## src/rtl/core/i2c_master_transfer_sequencer_defines.svh

```systemverilog
// ----------------------------------------------------------------------------
// i2c master transfer sequencer assertion macros
// shared concurrent assertion forms for the sequencer rtl
// ----------------------------------------------------------------------------
`ifndef I2C_MASTER_TRANSFER_SEQUENCER_DEFINES_SVH
`define I2C_MASTER_TRANSFER_SEQUENCER_DEFINES_SVH

// same-cycle implication
`define I2C_MTS_ASSERT_NOW(lbl, clk, rst_n, ante, cons, msg) \
  lbl: assert property (@(posedge clk) disable iff (!rst_n) (ante) |-> (cons)) \
    else $error(msg);

// next-cycle implication
`define I2C_MTS_ASSERT_NEXT(lbl, clk, rst_n, ante, cons, msg) \
  lbl: assert property (@(posedge clk) disable iff (!rst_n) (ante) |=> (cons)) \
    else $error(msg);

`endif

```

## src/rtl/core/i2c_mts_pkg.sv

```systemverilog
// ----------------------------------------------------------------------------
// i2c_mts_pkg
// types and constants shared by the i2c master transfer sequencer
// ----------------------------------------------------------------------------
`timescale 1ns / 1ps
`default_nettype none

package i2c_mts_pkg;

  localparam int BUF_DEPTH = 32;
  localparam int BUF_AW    = (BUF_DEPTH > 1) ? $clog2(BUF_DEPTH) : 1;
  localparam int MAX_LEN   = (BUF_DEPTH < 32) ? BUF_DEPTH : 32;

  typedef enum logic [1:0] {
    CMD_LOAD  = 2'd0,
    CMD_START = 2'd1,
    CMD_EVENT = 2'd2
  } cmd_e;

  typedef enum logic [2:0] {
    ACT_NONE   = 3'd0,
    ACT_START  = 3'd1,
    ACT_SEND   = 3'd2,
    ACT_RESUME = 3'd3,
    ACT_STOP   = 3'd4
  } action_e;

  typedef struct packed {
    cmd_e        cmd;
    logic [4:0]  buf_index;
    logic [7:0]  tx_value;
    logic [6:0]  device_addr;
    logic        is_read;
    logic [5:0]  msg_length;
    logic        bus_busy;
    logic        nack_seen;
    logic [7:0]  rx_data;
  } in_word_t;

  typedef struct packed {
    action_e     action;
    logic [7:0]  bus_byte;
    logic        ack_enable;
    logic        read_mode;
    logic        rx_valid;
    logic [7:0]  rx_byte;
    logic [4:0]  rx_index;
    logic        done_res;
    logic        error;
    logic        busy_res;
  } out_word_t;

  typedef struct packed {
    logic              we;
    logic [BUF_AW-1:0] addr;
    logic [7:0]        data;
  } txbuf_wr_t;

endpackage

`default_nettype wire

```

## src/rtl/core/i2c_mts_txbuf.sv

```systemverilog
// ----------------------------------------------------------------------------
// i2c_mts_txbuf
// generic ram, one write port and one read port with registered read data
// ----------------------------------------------------------------------------
`timescale 1ns / 1ps
`default_nettype none

module i2c_mts_txbuf #(
  parameter int WIDTH = 8,
  parameter int DEPTH = 32
) (
  input  wire logic                                     clk_i,
  input  wire logic                                     we_i,
  input  wire logic [((DEPTH > 1) ? $clog2(DEPTH) : 1)-1:0] waddr_i,
  input  wire logic [WIDTH-1:0]                         wdata_i,
  input  wire logic [((DEPTH > 1) ? $clog2(DEPTH) : 1)-1:0] raddr_i,
  output logic [WIDTH-1:0]                              rdata_o
);

  logic [WIDTH-1:0] mem_q [DEPTH];
  logic [WIDTH-1:0] rdata_q;

  always_ff @(posedge clk_i) begin
    if (we_i) begin
      mem_q[waddr_i] <= wdata_i;
    end
    rdata_q <= mem_q[raddr_i];
  end

  assign rdata_o = rdata_q;

endmodule

`default_nettype wire

```

## src/rtl/core/i2c_mts_ctrl.sv

```systemverilog
// ----------------------------------------------------------------------------
// i2c_mts_ctrl
// message state and per-word decision logic of the sequencer
// ----------------------------------------------------------------------------
`timescale 1ns / 1ps
`default_nettype none

`include "i2c_master_transfer_sequencer_defines.svh"

module i2c_mts_ctrl (
  input  wire logic                           clk_i,
  input  wire logic                           rst_ni,
  input  wire logic                           step_i,
  input  wire i2c_mts_pkg::in_word_t          item_i,
  input  wire logic [7:0]                     rd_data_i,
  output i2c_mts_pkg::out_word_t              res_o,
  output i2c_mts_pkg::txbuf_wr_t              wr_o,
  output logic [i2c_mts_pkg::BUF_AW-1:0]      rd_addr_o
);

  logic [5:0] byte_count_q, byte_count_d;
  logic       active_q, active_d;
  logic       dir_read_q, dir_read_d;
  logic [5:0] length_q, length_d;
  logic       bypass_hit_q;
  logic [7:0] bypass_data_q;
  logic [7:0] rd_byte;

  i2c_mts_pkg::out_word_t res;
  i2c_mts_pkg::txbuf_wr_t wr;

  always_ff @(posedge clk_i or negedge rst_ni) begin
    if (!rst_ni) begin
      byte_count_q <= '0;
      active_q     <= 1'b0;
      dir_read_q   <= 1'b0;
      length_q     <= '0;
    end else if (step_i) begin
      byte_count_q <= byte_count_d;
      active_q     <= active_d;
      dir_read_q   <= dir_read_d;
      length_q     <= length_d;
    end
  end

  // write data forwarded when the prefetched entry was written at the same edge
  always_ff @(posedge clk_i or negedge rst_ni) begin
    if (!rst_ni) begin
      bypass_hit_q  <= 1'b0;
      bypass_data_q <= '0;
    end else begin
      bypass_hit_q  <= wr.we && (wr.addr == rd_addr_o);
      bypass_data_q <= wr.data;
    end
  end

  // prefetch the entry for the count that the next word will see
  assign rd_addr_o = i2c_mts_pkg::BUF_AW'(step_i ? byte_count_d : byte_count_q);
  assign rd_byte   = bypass_hit_q ? bypass_data_q : rd_data_i;

  always_comb begin
    byte_count_d = byte_count_q;
    active_d     = active_q;
    dir_read_d   = dir_read_q;
    length_d     = length_q;
    res          = '0;
    res.action   = i2c_mts_pkg::ACT_NONE;
    wr.we        = 1'b0;
    wr.addr      = i2c_mts_pkg::BUF_AW'(item_i.buf_index);
    wr.data      = item_i.tx_value;

    case (item_i.cmd)
      i2c_mts_pkg::CMD_LOAD: begin
        wr.we = (32'(item_i.buf_index) < i2c_mts_pkg::BUF_DEPTH);
      end
      i2c_mts_pkg::CMD_START: begin
        if (active_q) begin
          res.error = 1'b1;
        end else if (item_i.bus_busy) begin
          res.error    = 1'b1;
          res.done_res = 1'b1;
        end else begin
          if (32'(item_i.msg_length) > i2c_mts_pkg::MAX_LEN) begin
            length_d = 6'(i2c_mts_pkg::MAX_LEN);
          end else begin
            length_d = item_i.msg_length;
          end
          dir_read_d     = item_i.is_read;
          byte_count_d   = '0;
          active_d       = 1'b1;
          res.action     = i2c_mts_pkg::ACT_START;
          res.bus_byte   = {item_i.device_addr, item_i.is_read};
          res.ack_enable = 1'b1;
          res.read_mode  = item_i.is_read;
        end
      end
      i2c_mts_pkg::CMD_EVENT: begin
        if (active_q) begin
          res.read_mode = dir_read_q;
          if (byte_count_q == '0 && item_i.nack_seen) begin
            active_d     = 1'b0;
            res.action   = i2c_mts_pkg::ACT_STOP;
            res.done_res = 1'b1;
            res.error    = 1'b1;
          end else begin
            byte_count_d = byte_count_q + 6'd1;
            if (!dir_read_q) begin
              if (byte_count_q < length_q &&
                  32'(byte_count_q) < i2c_mts_pkg::BUF_DEPTH) begin
                res.action   = i2c_mts_pkg::ACT_SEND;
                res.bus_byte = rd_byte;
              end else begin
                active_d     = 1'b0;
                res.action   = i2c_mts_pkg::ACT_STOP;
                res.done_res = 1'b1;
              end
            end else if (byte_count_q == '0) begin
              if (length_q == '0) begin
                active_d     = 1'b0;
                res.action   = i2c_mts_pkg::ACT_STOP;
                res.done_res = 1'b1;
              end else begin
                res.action     = i2c_mts_pkg::ACT_RESUME;
                res.ack_enable = (length_q > 6'd1);
              end
            end else begin
              res.rx_valid = 1'b1;
              res.rx_byte  = item_i.rx_data;
              res.rx_index = 5'(byte_count_q - 6'd1);
              if (byte_count_q < length_q) begin
                res.action     = i2c_mts_pkg::ACT_RESUME;
                res.ack_enable = (({1'b0, byte_count_q} + 7'd1) < {1'b0, length_q});
              end else begin
                active_d     = 1'b0;
                res.action   = i2c_mts_pkg::ACT_STOP;
                res.done_res = 1'b1;
              end
            end
          end
        end
      end
      default: begin
      end
    endcase

    res.busy_res = active_d;
    wr.we        = wr.we & step_i;
  end

  assign res_o = res;
  assign wr_o  = wr;

  `I2C_MTS_ASSERT_NOW(a_count_in_range, clk_i, rst_ni, active_q, byte_count_q <= length_q, "byte count past message length")
  `I2C_MTS_ASSERT_NOW(a_length_sat, clk_i, rst_ni, 1'b1, 32'(length_q) <= i2c_mts_pkg::MAX_LEN, "length above limit")
  `I2C_MTS_ASSERT_NEXT(a_done_idle, clk_i, rst_ni, step_i && res.done_res, !active_q, "message active after done")

endmodule

`default_nettype wire

```

## src/rtl/core/i2c_master_transfer_sequencer.sv

```systemverilog
// ----------------------------------------------------------------------------
// i2c_master_transfer_sequencer
// sequences one i2c master message over a byte-level bus engine
// ----------------------------------------------------------------------------
// usage:
//   in channel (in_valid_i / in_ready_o / in_data_i) takes command words:
//   tx buffer loads, message starts and byte-complete bus events
//   out channel (out_valid_o / out_ready_i / out_data_o) returns exactly one
//   result word per command: bus engine action, received byte, status
//   path: an accepted word goes through the input register, one pass of
//   decision logic and the result register before its result is offered
//   throughput: one word per cycle, sustained with no stall downstream
//   stall: while the result register holds an untaken word and the input
//   register is full, in_ready_o drops; no word is lost or repeated
//   reset: rst_ni clears the message state and both pipeline valids;
//   the tx buffer holds no reset value and must be loaded before use
// ----------------------------------------------------------------------------
`timescale 1ns / 1ps
`default_nettype none

`include "i2c_master_transfer_sequencer_defines.svh"

module i2c_master_transfer_sequencer (
  input  wire logic                   clk_i,
  input  wire logic                   rst_ni,
  input  wire logic                   in_valid_i,
  output logic                        in_ready_o,
  input  wire i2c_mts_pkg::in_word_t  in_data_i,
  output logic                        out_valid_o,
  input  wire logic                   out_ready_i,
  output i2c_mts_pkg::out_word_t      out_data_o
);

  logic                   in_valid_q;
  i2c_mts_pkg::in_word_t  in_q;
  logic                   out_valid_q;
  i2c_mts_pkg::out_word_t out_q;
  logic                   step;

  i2c_mts_pkg::out_word_t            res;
  i2c_mts_pkg::txbuf_wr_t            wr;
  logic [i2c_mts_pkg::BUF_AW-1:0]    rd_addr;
  logic [7:0]                        rd_data;

  assign step       = in_valid_q && (!out_valid_q || out_ready_i);
  assign in_ready_o = !in_valid_q || step;

  always_ff @(posedge clk_i or negedge rst_ni) begin
    if (!rst_ni) begin
      in_valid_q  <= 1'b0;
      out_valid_q <= 1'b0;
    end else begin
      if (in_ready_o) begin
        in_valid_q <= in_valid_i;
      end
      if (step) begin
        out_valid_q <= 1'b1;
      end else if (out_ready_i) begin
        out_valid_q <= 1'b0;
      end
    end
  end

  always_ff @(posedge clk_i) begin
    if (in_ready_o && in_valid_i) begin
      in_q <= in_data_i;
    end
    if (step) begin
      out_q <= res;
    end
  end

  i2c_mts_ctrl u_ctrl (
    .clk_i     (clk_i),
    .rst_ni    (rst_ni),
    .step_i    (step),
    .item_i    (in_q),
    .rd_data_i (rd_data),
    .res_o     (res),
    .wr_o      (wr),
    .rd_addr_o (rd_addr)
  );

  i2c_mts_txbuf #(
    .WIDTH (8),
    .DEPTH (i2c_mts_pkg::BUF_DEPTH)
  ) u_txbuf (
    .clk_i   (clk_i),
    .we_i    (wr.we),
    .waddr_i (wr.addr),
    .wdata_i (wr.data),
    .raddr_i (rd_addr),
    .rdata_o (rd_data)
  );

  assign out_valid_o = out_valid_q;
  assign out_data_o  = out_q;

  `I2C_MTS_ASSERT_NOW(a_stall_cause, clk_i, rst_ni, in_valid_q && !in_ready_o, out_valid_q && !out_ready_i, "input stalled without output stall")
  `I2C_MTS_ASSERT_NEXT(a_step_result, clk_i, rst_ni, step, out_valid_q, "no result after step")
  `I2C_MTS_ASSERT_NOW(a_rx_read_only, clk_i, rst_ni, out_valid_q && out_q.rx_valid, out_q.read_mode, "received byte on write message")

endmodule

`default_nettype wire
```

## config.mk

```make
export PLATFORM = sky130hd
export DESIGN_NAME = i2c_master_transfer_sequencer
export DESIGN_NICKNAME = d
export VERILOG_FILES = /design/src/rtl/core/i2c_mts_pkg.sv /design/src/rtl/core/i2c_mts_txbuf.sv /design/src/rtl/core/i2c_mts_ctrl.sv /design/src/rtl/core/i2c_master_transfer_sequencer.sv
export VERILOG_INCLUDE_DIRS = /design/src /design/src/rtl/core
export SDC_FILE = /design/constraint.sdc
export NUM_CORES = 1
export LEC_CHECK = 0
export BUFFER_PORTS_ARGS = -buffer_cell sky130_fd_sc_hd__buf_4
export CAP_MARGIN = 40
export CORE_ASPECT_RATIO = 1.2
export CORE_MARGIN = 4
export CORE_UTILIZATION = 35
export CTS_BUF_LIST = sky130_fd_sc_hd__clkbuf_16
export CTS_CLUSTER_SIZE = 20
export DETAILED_ROUTE_END_ITERATION = 10
export PLACE_DENSITY_LB_ADDON = 0.2
export SLEW_MARGIN = 20
export SYNTH_ARGS = -nofsm -noshare
export SYNTH_HDL_FRONTEND = slang
export SYNTH_SLANG_ARGS = --single-unit
```

## constraint.sdc

```tcl
create_clock -name clk_i -period 8.3 [get_ports clk_i]
set_input_delay 0.83 -clock clk_i [delete_from_list [all_inputs] [get_ports clk_i]]
set_output_delay 0.83 -clock clk_i [all_outputs]
set_load 0.05 [all_outputs]
```

# Word level (Yosys, flattened, before mapping)
# Memory sizes are Yosys's and may differ from the RTL's. A register that Yosys moved wholly into a read port is not among the register bits.
# Cells that the tools add are included.
# W data, S select, Z words.
[op_classes]
div = 0
n_mux = 54
n_reduce_logical = 18
magnitude_cmp = 5
multipliers = 0
eq_ne = 7
shifts = 0
add_sub_neg = 3
n_bitwise = 5
[op_table]
columns = ["op", "n"]
rows = [
  ["$mux W14", 3],
  ["$mux W6", 5],
  ["$mux W29", 1],
  ["$mux W1", 27],
  ["$pmux W13 S2", 1],
  ["$mux W8", 3],
  ["$mux W3", 6],
  ["$mux W13", 1],
  ["$logic_not A6 Y1", 2],
  ["$pmux W6 S2", 1],
  ["$mux W11", 1],
  ["$mux W9", 1],
  ["$add A6 B1 Y7 const B", 1],
  ["$lt A7 B6 Y1", 1],
  ["$add A6 B1 Y6 const B", 1],
  ["$gt A6 B1 Y1 const B", 1],
  ["$gt A6 B6 Y1 const B", 1],
  ["$lt A6 B6 Y1", 1],
  ["$lt A6 B6 Y1 const B", 1],
  ["$ne A2 B2 Y1 const B", 3],
  ["$reduce_and A6 Y1", 1],
  ["$eq A5 B5 Y1", 1],
  ["$logic_and A1 B1 Y1", 5],
  ["$mux W5", 1],
  ["16 further kinds", 22],
]
[word_totals]
latch_bits = 0
elab_cells = 121
ramBits = 256
romBits = 0
output_inout_bits = 32
memories = 1
ff_bits = 94
[memory_table]
columns = ["name", "depth", "width", "read_ports", "rd_clocked_by_memory_dff", "wr", "line", "text"]
rows = [
  ["u_txbuf.mem_q", 32, 8, 1, 1, 1, "i2c_mts_txbuf.sv:20", "logic [WIDTH-1:0] mem_q [DEPTH];"],
]

# Logic depth before layout (Yosys ltp)
[logic_depth]
word_depth = 8
ltp_mapped = 14
depth_no_buf = 11

# Modules after synthesis
# A second synthesis with hierarchy kept.
[unflattened]
cells_unflattened = 738
area_unflattened_um2 = 14261.2
[modules_own_cells]
columns = ["mod", "cells_each", "area_per_inst_um2", "instances", "seq_area_each_um2"]
rows = [
  ["i2c_mts_txbuf", 417, 10053.4, 1, 7847.5],
  ["i2c_master_transfer_sequencer", 77, 2175.8, 1, 2122.0],
  ["i2c_mts_ctrl", 244, 2031.9, 1, 575.6],
]

# Least setup slack after synthesis
# OpenSTA, ideal clock, no wires.
[synth_path]
kind = "in2reg"
startpoint = "in out_ready_i"
endpoint = "reg u_ctrl.bypass_hit_q"
slack_ns = 4.900
cell_stages = 9
n_path_buf = 1
arrival_time_ns = 3.288
required_time_ns = 8.189
setup_ns = 0.111
cell_sequence = "nand2b_1 -> and2_1 -> clkbuf_1 -> and2_4 -> a21oi_1 -> a21o_2 -> xnor2_1 -> or3_1 -> a2111oi_2"
[synth_between]
elab_chain_len = 5
word_cells_on_any_way = 6
[synth_lines]
columns = ["item", "line", "text"]
rows = [
  ["start: declaration", "i2c_master_transfer_sequencer.sv:30", "input wire logic out_ready_i,"],
  ["$logic_or A1 B1 Y1 (*)", "i2c_master_transfer_sequencer.sv:45", "assign step = in_valid_q && (!out_valid_q || out_ready_i);"],
  ["$logic_and A1 B1 Y1 (*)", "i2c_master_transfer_sequencer.sv:45", ""],
  ["net step", "i2c_master_transfer_sequencer.sv:38", "logic step;"],
  ["$mux W5", "i2c_mts_ctrl.sv:58", "assign rd_addr_o = i2c_mts_pkg::BUF_AW'(step_i ? byte_count_d : byte_count_q);"],
  ["$eq A5 B5 Y1", "i2c_mts_ctrl.sv:52", "bypass_hit_q <= wr.we && (wr.addr == rd_addr_o);"],
  ["$logic_and A1 B1 Y1 (*)", "i2c_mts_ctrl.sv:52", ""],
  ["end signal: assignment", "i2c_mts_ctrl.sv:52", ""],
  ["end: declaration", "i2c_mts_ctrl.sv:25", "logic bypass_hit_q;"],
]
# Mark *: on every way through the listed nets, which the timed path passes. The rest lies on a longest branch.
# A chain may end at the register's enable or synchronous reset.

# Worst setup path after layout
[layout_path]
startpoint = "reg in_q[37] in the netlist's numbering"
endpoint = "reg u_txbuf.rdata_q[1], in the netlist u_txbuf.rdata_o[1], read port of u_txbuf.mem_q"
[layout_between]
elab_chain_len = 3
word_cells_on_any_way = 4
[layout_lines]
columns = ["item", "line", "text"]
rows = [
  ["start: declaration", "i2c_master_transfer_sequencer.sv:35", "i2c_mts_pkg::in_word_t in_q;"],
  ["start signal: assignment", "i2c_master_transfer_sequencer.sv:66", "in_q <= in_data_i;"],
  ["$eq A2 B2 Y1 or $eq A2 B1 Y1 (tied branches)", "i2c_mts_ctrl.sv:72", "case (item_i.cmd)"],
  ["$pmux W6 S2 (*)", "i2c_mts_ctrl.sv:72", ""],
  ["$mux W5 (*)", "i2c_mts_ctrl.sv:58", ""],
  ["end: declaration", "i2c_mts_txbuf.sv:21", "logic [WIDTH-1:0] rdata_q;"],
]
# Mark *: on every way between the ends. The rest lies on a longest branch, timed or not.

==> results.md <==
- Crit path from: in_q[37]
- Finish-stage setup viols: 0
- Slew @ Worst Pin: between 800 and 900 ps
- Simple-Gate Fraction of Synth Area: 11.54%
- Number of DRC markers in iteration 0: ~740
- Final Net Count: ~1200
- Root Buffer: clkbuf_16
- Cell internal pwr: ~3.3 mW
- Final HPWL DP: roughly 23000 µm
- Placed instance area: 15610 µm²
- Final slew viol count: 0
- Die area: 44620 µm²
- Sw frac: between 20% and 30%
- Synth Area in Compound Gates: between 10 and 15%
- Height of the die: about 230 µm
- Post-CTS Resized: 0
- # fillers: 3791
- Fin crit share: 53.45%
- MaxCap Viol Count: 0
- Synth Area in XOR/XNOR: less than 1%
- Clk Latency, worst-skew pair: approximately 530 ps
- Required time at the worst-slack endpoint: between 8000 and 9000 ps
- Postcts setup bufs: 0
- Via count: between 8000 and 9000
- Sequential fraction of the synthesis area: between 70% and 80%
- First-pass GRT wire length: 55830 µm
- Gate power share: 19.4%
- Vias in the first global route: 8860
- Main synth FF type: edfxtp_1
- Timing-limited maximum frequency: 225.4 MHz
- Commonest non-fill, non-tap cell in the layout: edfxtp_1
- GRT Total Usage: about 16%
- Die Span X: between 150 and 200 µm
- VDD IR max: ~0.00015 V
- Routed Antenna Nets: 0
- Largest family of logic cells by synthesized area: simple AND/OR/NAND/NOR gates
- Area Growth Syn to Fin: 16.48%
- Syn Std Cell Area: ~14000 µm²
- RR Startpoint: in_q[37]
- Antenna diodes: 0
- Post-Route WL: 36730 µm
- Ports: 75
- Total CTS buffers: 38
- Syn_area_per_cell: around 14 µm²
- Via density: approximately 5.2
- PortBufs: 74
- DRT Pass-1 Iters: 5
- Critical path class: flip-flop to flip-flop
- Min Tclk post-route: around 4400 ps
- Critical path arrival: between 4000 and 5000 ps
- Clock power share: a little over a third
- Count of final hold-check violations: 0
- Reg power frac: 45.3%
- Number of synthesized flops with an enable pin: roughly 330
- Final instance area: 16830 µm²
- Initial antenna violation count: 0
- Power Density: roughly 270 nW/µm²
- Starting Density: between 30% and 40%
- DRC: 0
- #FFs+latches synth: about 360
- Clock tree buffer depth: 3
- Share of synthesized cell area in full adder, half adder and majority cells: 1.385%
- Hold Buf Count CTS: 0
- CTS H-tree lvls: 2
- Net Sw Power: about 1.3 mW
- Outcome: finished clean
- Remaining Overflow, GRT: 0
- Worst Clk Skew: 18.61 ps
- FP Rows: 81
- Post-route non-filler standard cell count: between 1500 and 2000
- Total negative slack: 0 ps
- Wire per inst: 21.79 µm
- Commonest cells after routing, fill and taps aside: edfxtp_1 (325), nand2_1 (165), buf_4 (102), and3_1 (68), a31oi_1 (67)
- CTS sink cnt: ~360
- Hold Path Class: primary input to asynchronous set/reset pin
- Clk slew on worst S/H paths: roughly 60 ps
- CP endpoint kind: flip-flop
- Share of cells above drive strength 1: 16.04%
- Count of cell types in the netlist: about 50
- Synth Instances: ~1000
- Worst slack at placement: approximately 3700 ps
- Post-synthesis mux area share: less than 1%
- Ys Warns: 0
- Dpl cells: approximately 1600
- Leak pwr: approximately 6.1 nW
- Final worst slack: between 3000 and 4000 ps
- Core outline area: between 40000 and 50000 µm²
- Largest net degree at the start of global routing: just under 80
- CP Launch Type: flip-flop
- Core Util, Final: between 40% and 50%
- GP Congestion: between 0.8 and 0.9
- RSZ-0062 raised after global routing: false
- Syn nets: between 1000 and 1500
- Worst relative slew slack: around 44%
- CTS tree: done
- Crit Path Max Fanout: 65
- Async set-reset flop share out of synthesis: about 7%
==> cells in the mapped netlist, types with 4 or more instances <==
cell type,number,area share [%]
clkbuf_1,12,0.31
inv_1,20,0.52
ha_1,16,1.4
buf_1,4,0.10
nand3_1,13,0.45
o22ai_1,33,1.4
dfxtp_1,8,1.1
o21ai_0,22,0.76
and3_1,68,2.9
a31oi_1,67,2.9
a21oi_1,9,0.31
clkbuf_2,4,0.14
nor3_1,4,0.14
nor2b_1,5,0.22
nor4_2,8,0.69
buf_4,7,0.36
xnor2_1,9,0.55
nand2b_1,13,0.56
a211oi_1,64,3.3
edfxtp_1,325,68
and2_1,12,0.52
mux2i_1,8,0.55
nand2_1,165,4.3
buf_2,31,1.1
a21o_1,4,0.21
nor2_1,44,1.1
dfrtp_1,25,4.3
==> worst paths after layout <==
path                            depth (start not counted)                 endpoint  slack, ps
max in group asynchronous                               1  u_ctrl.bypass_data_q[7]       7790
worst min-delay path                                    1       u_ctrl.length_q[4]        220
min in group clk_i                                      1                 in_q[35]        470
worst max-delay path                                   13       u_txbuf.rdata_o[1]       3860
worst min register to register                          2       u_ctrl.length_q[4]        480
worst max register to register                         13       u_txbuf.rdata_o[1]       3860
==> state kept, by name (all words and copies together), names as in the netlist <==
name and cells:
u_ctrl.dir_read_q 1, u_ctrl.bypass_data_q 8, u_ctrl.byte_count_q 6, in_q 39
u_ctrl.bypass_hit_q 1, in_valid_q 1, out_data_o 30, u_ctrl.length_q 6
u_txbuf.mem_q 256, out_valid_o 1, u_txbuf.rdata_o 8, u_ctrl.active_q 1
==> worst max-delay path: stages (launching register included) <==
cell      delay, ps
edfxtp_1        360
inv_1            70
ha_1            420
nand3_1         240
a31oi_2         340
a21o_1          160
buf_4           550
nand2_4         360
inv_2           340
buf_4           570
nand2_1         130
a31oi_1         210
o22ai_1         190
nor4_2          320
==> metal layers <==
layer | GRT usage, % | up-vias | routed length [µm]
li1 | - | 4088 | -
met1 | 20.67 | 4326 | 15490
met2 | 27.77 | 247 | 18080
met3 | 2.613 | 70 | 1862
met4 | 6.242 | 0 | 1302
met5 | 0 | - | 0
==> per-stage QoR <==
step	hold WS [ps]	total power [mW]
2_1_floorplan	449.8	2.782
3_5_place_dp	474.2	3.021
4_1_cts	221.3	4.641
6_report	215.3	4.608
5_1_grt	230.3	4.812
3_3_place_gp	470.8	3.004
==> power groups by stage <==
stage	sequential, mW	combinational [mW]	clock, mW
6_report	2.09	0.895	1.62
5_1_grt	2.09	0.989	1.73
4_1_cts	2.09	0.898	1.66
3_5_place_dp	2.12	0.896	0
3_3_place_gp	2.12	0.879	0
2_1_floorplan	2.15	0.631	0
==> cell families after synthesis <==
group / count (synthesis)
buf+inv: 82
compound gates: 214
mux: 10
xor+xnor: 11
flops: 358
fa+ha+maj: 16
simple gates: 343
==> area by class of cell <==
| class | instances | area, µm² | area share [%] |
|---|---|---|---|
| sequential | 358 | 10550 | 62.64 |
| tap | 539 | 674.4 | 4.006 |
| inverter | 22 | 82.58 | 0.4906 |
| clock buffer | 39 | 975.9 | 5.798 |
| clock inverter | 28 | 205.2 | 1.219 |
| timing repair buffer | 106 | 830.8 | 4.935 |
| multi-input combinational | 594 | 3520 | 20.91 |
No activity file was read; power rests on OpenSTA's default activity.
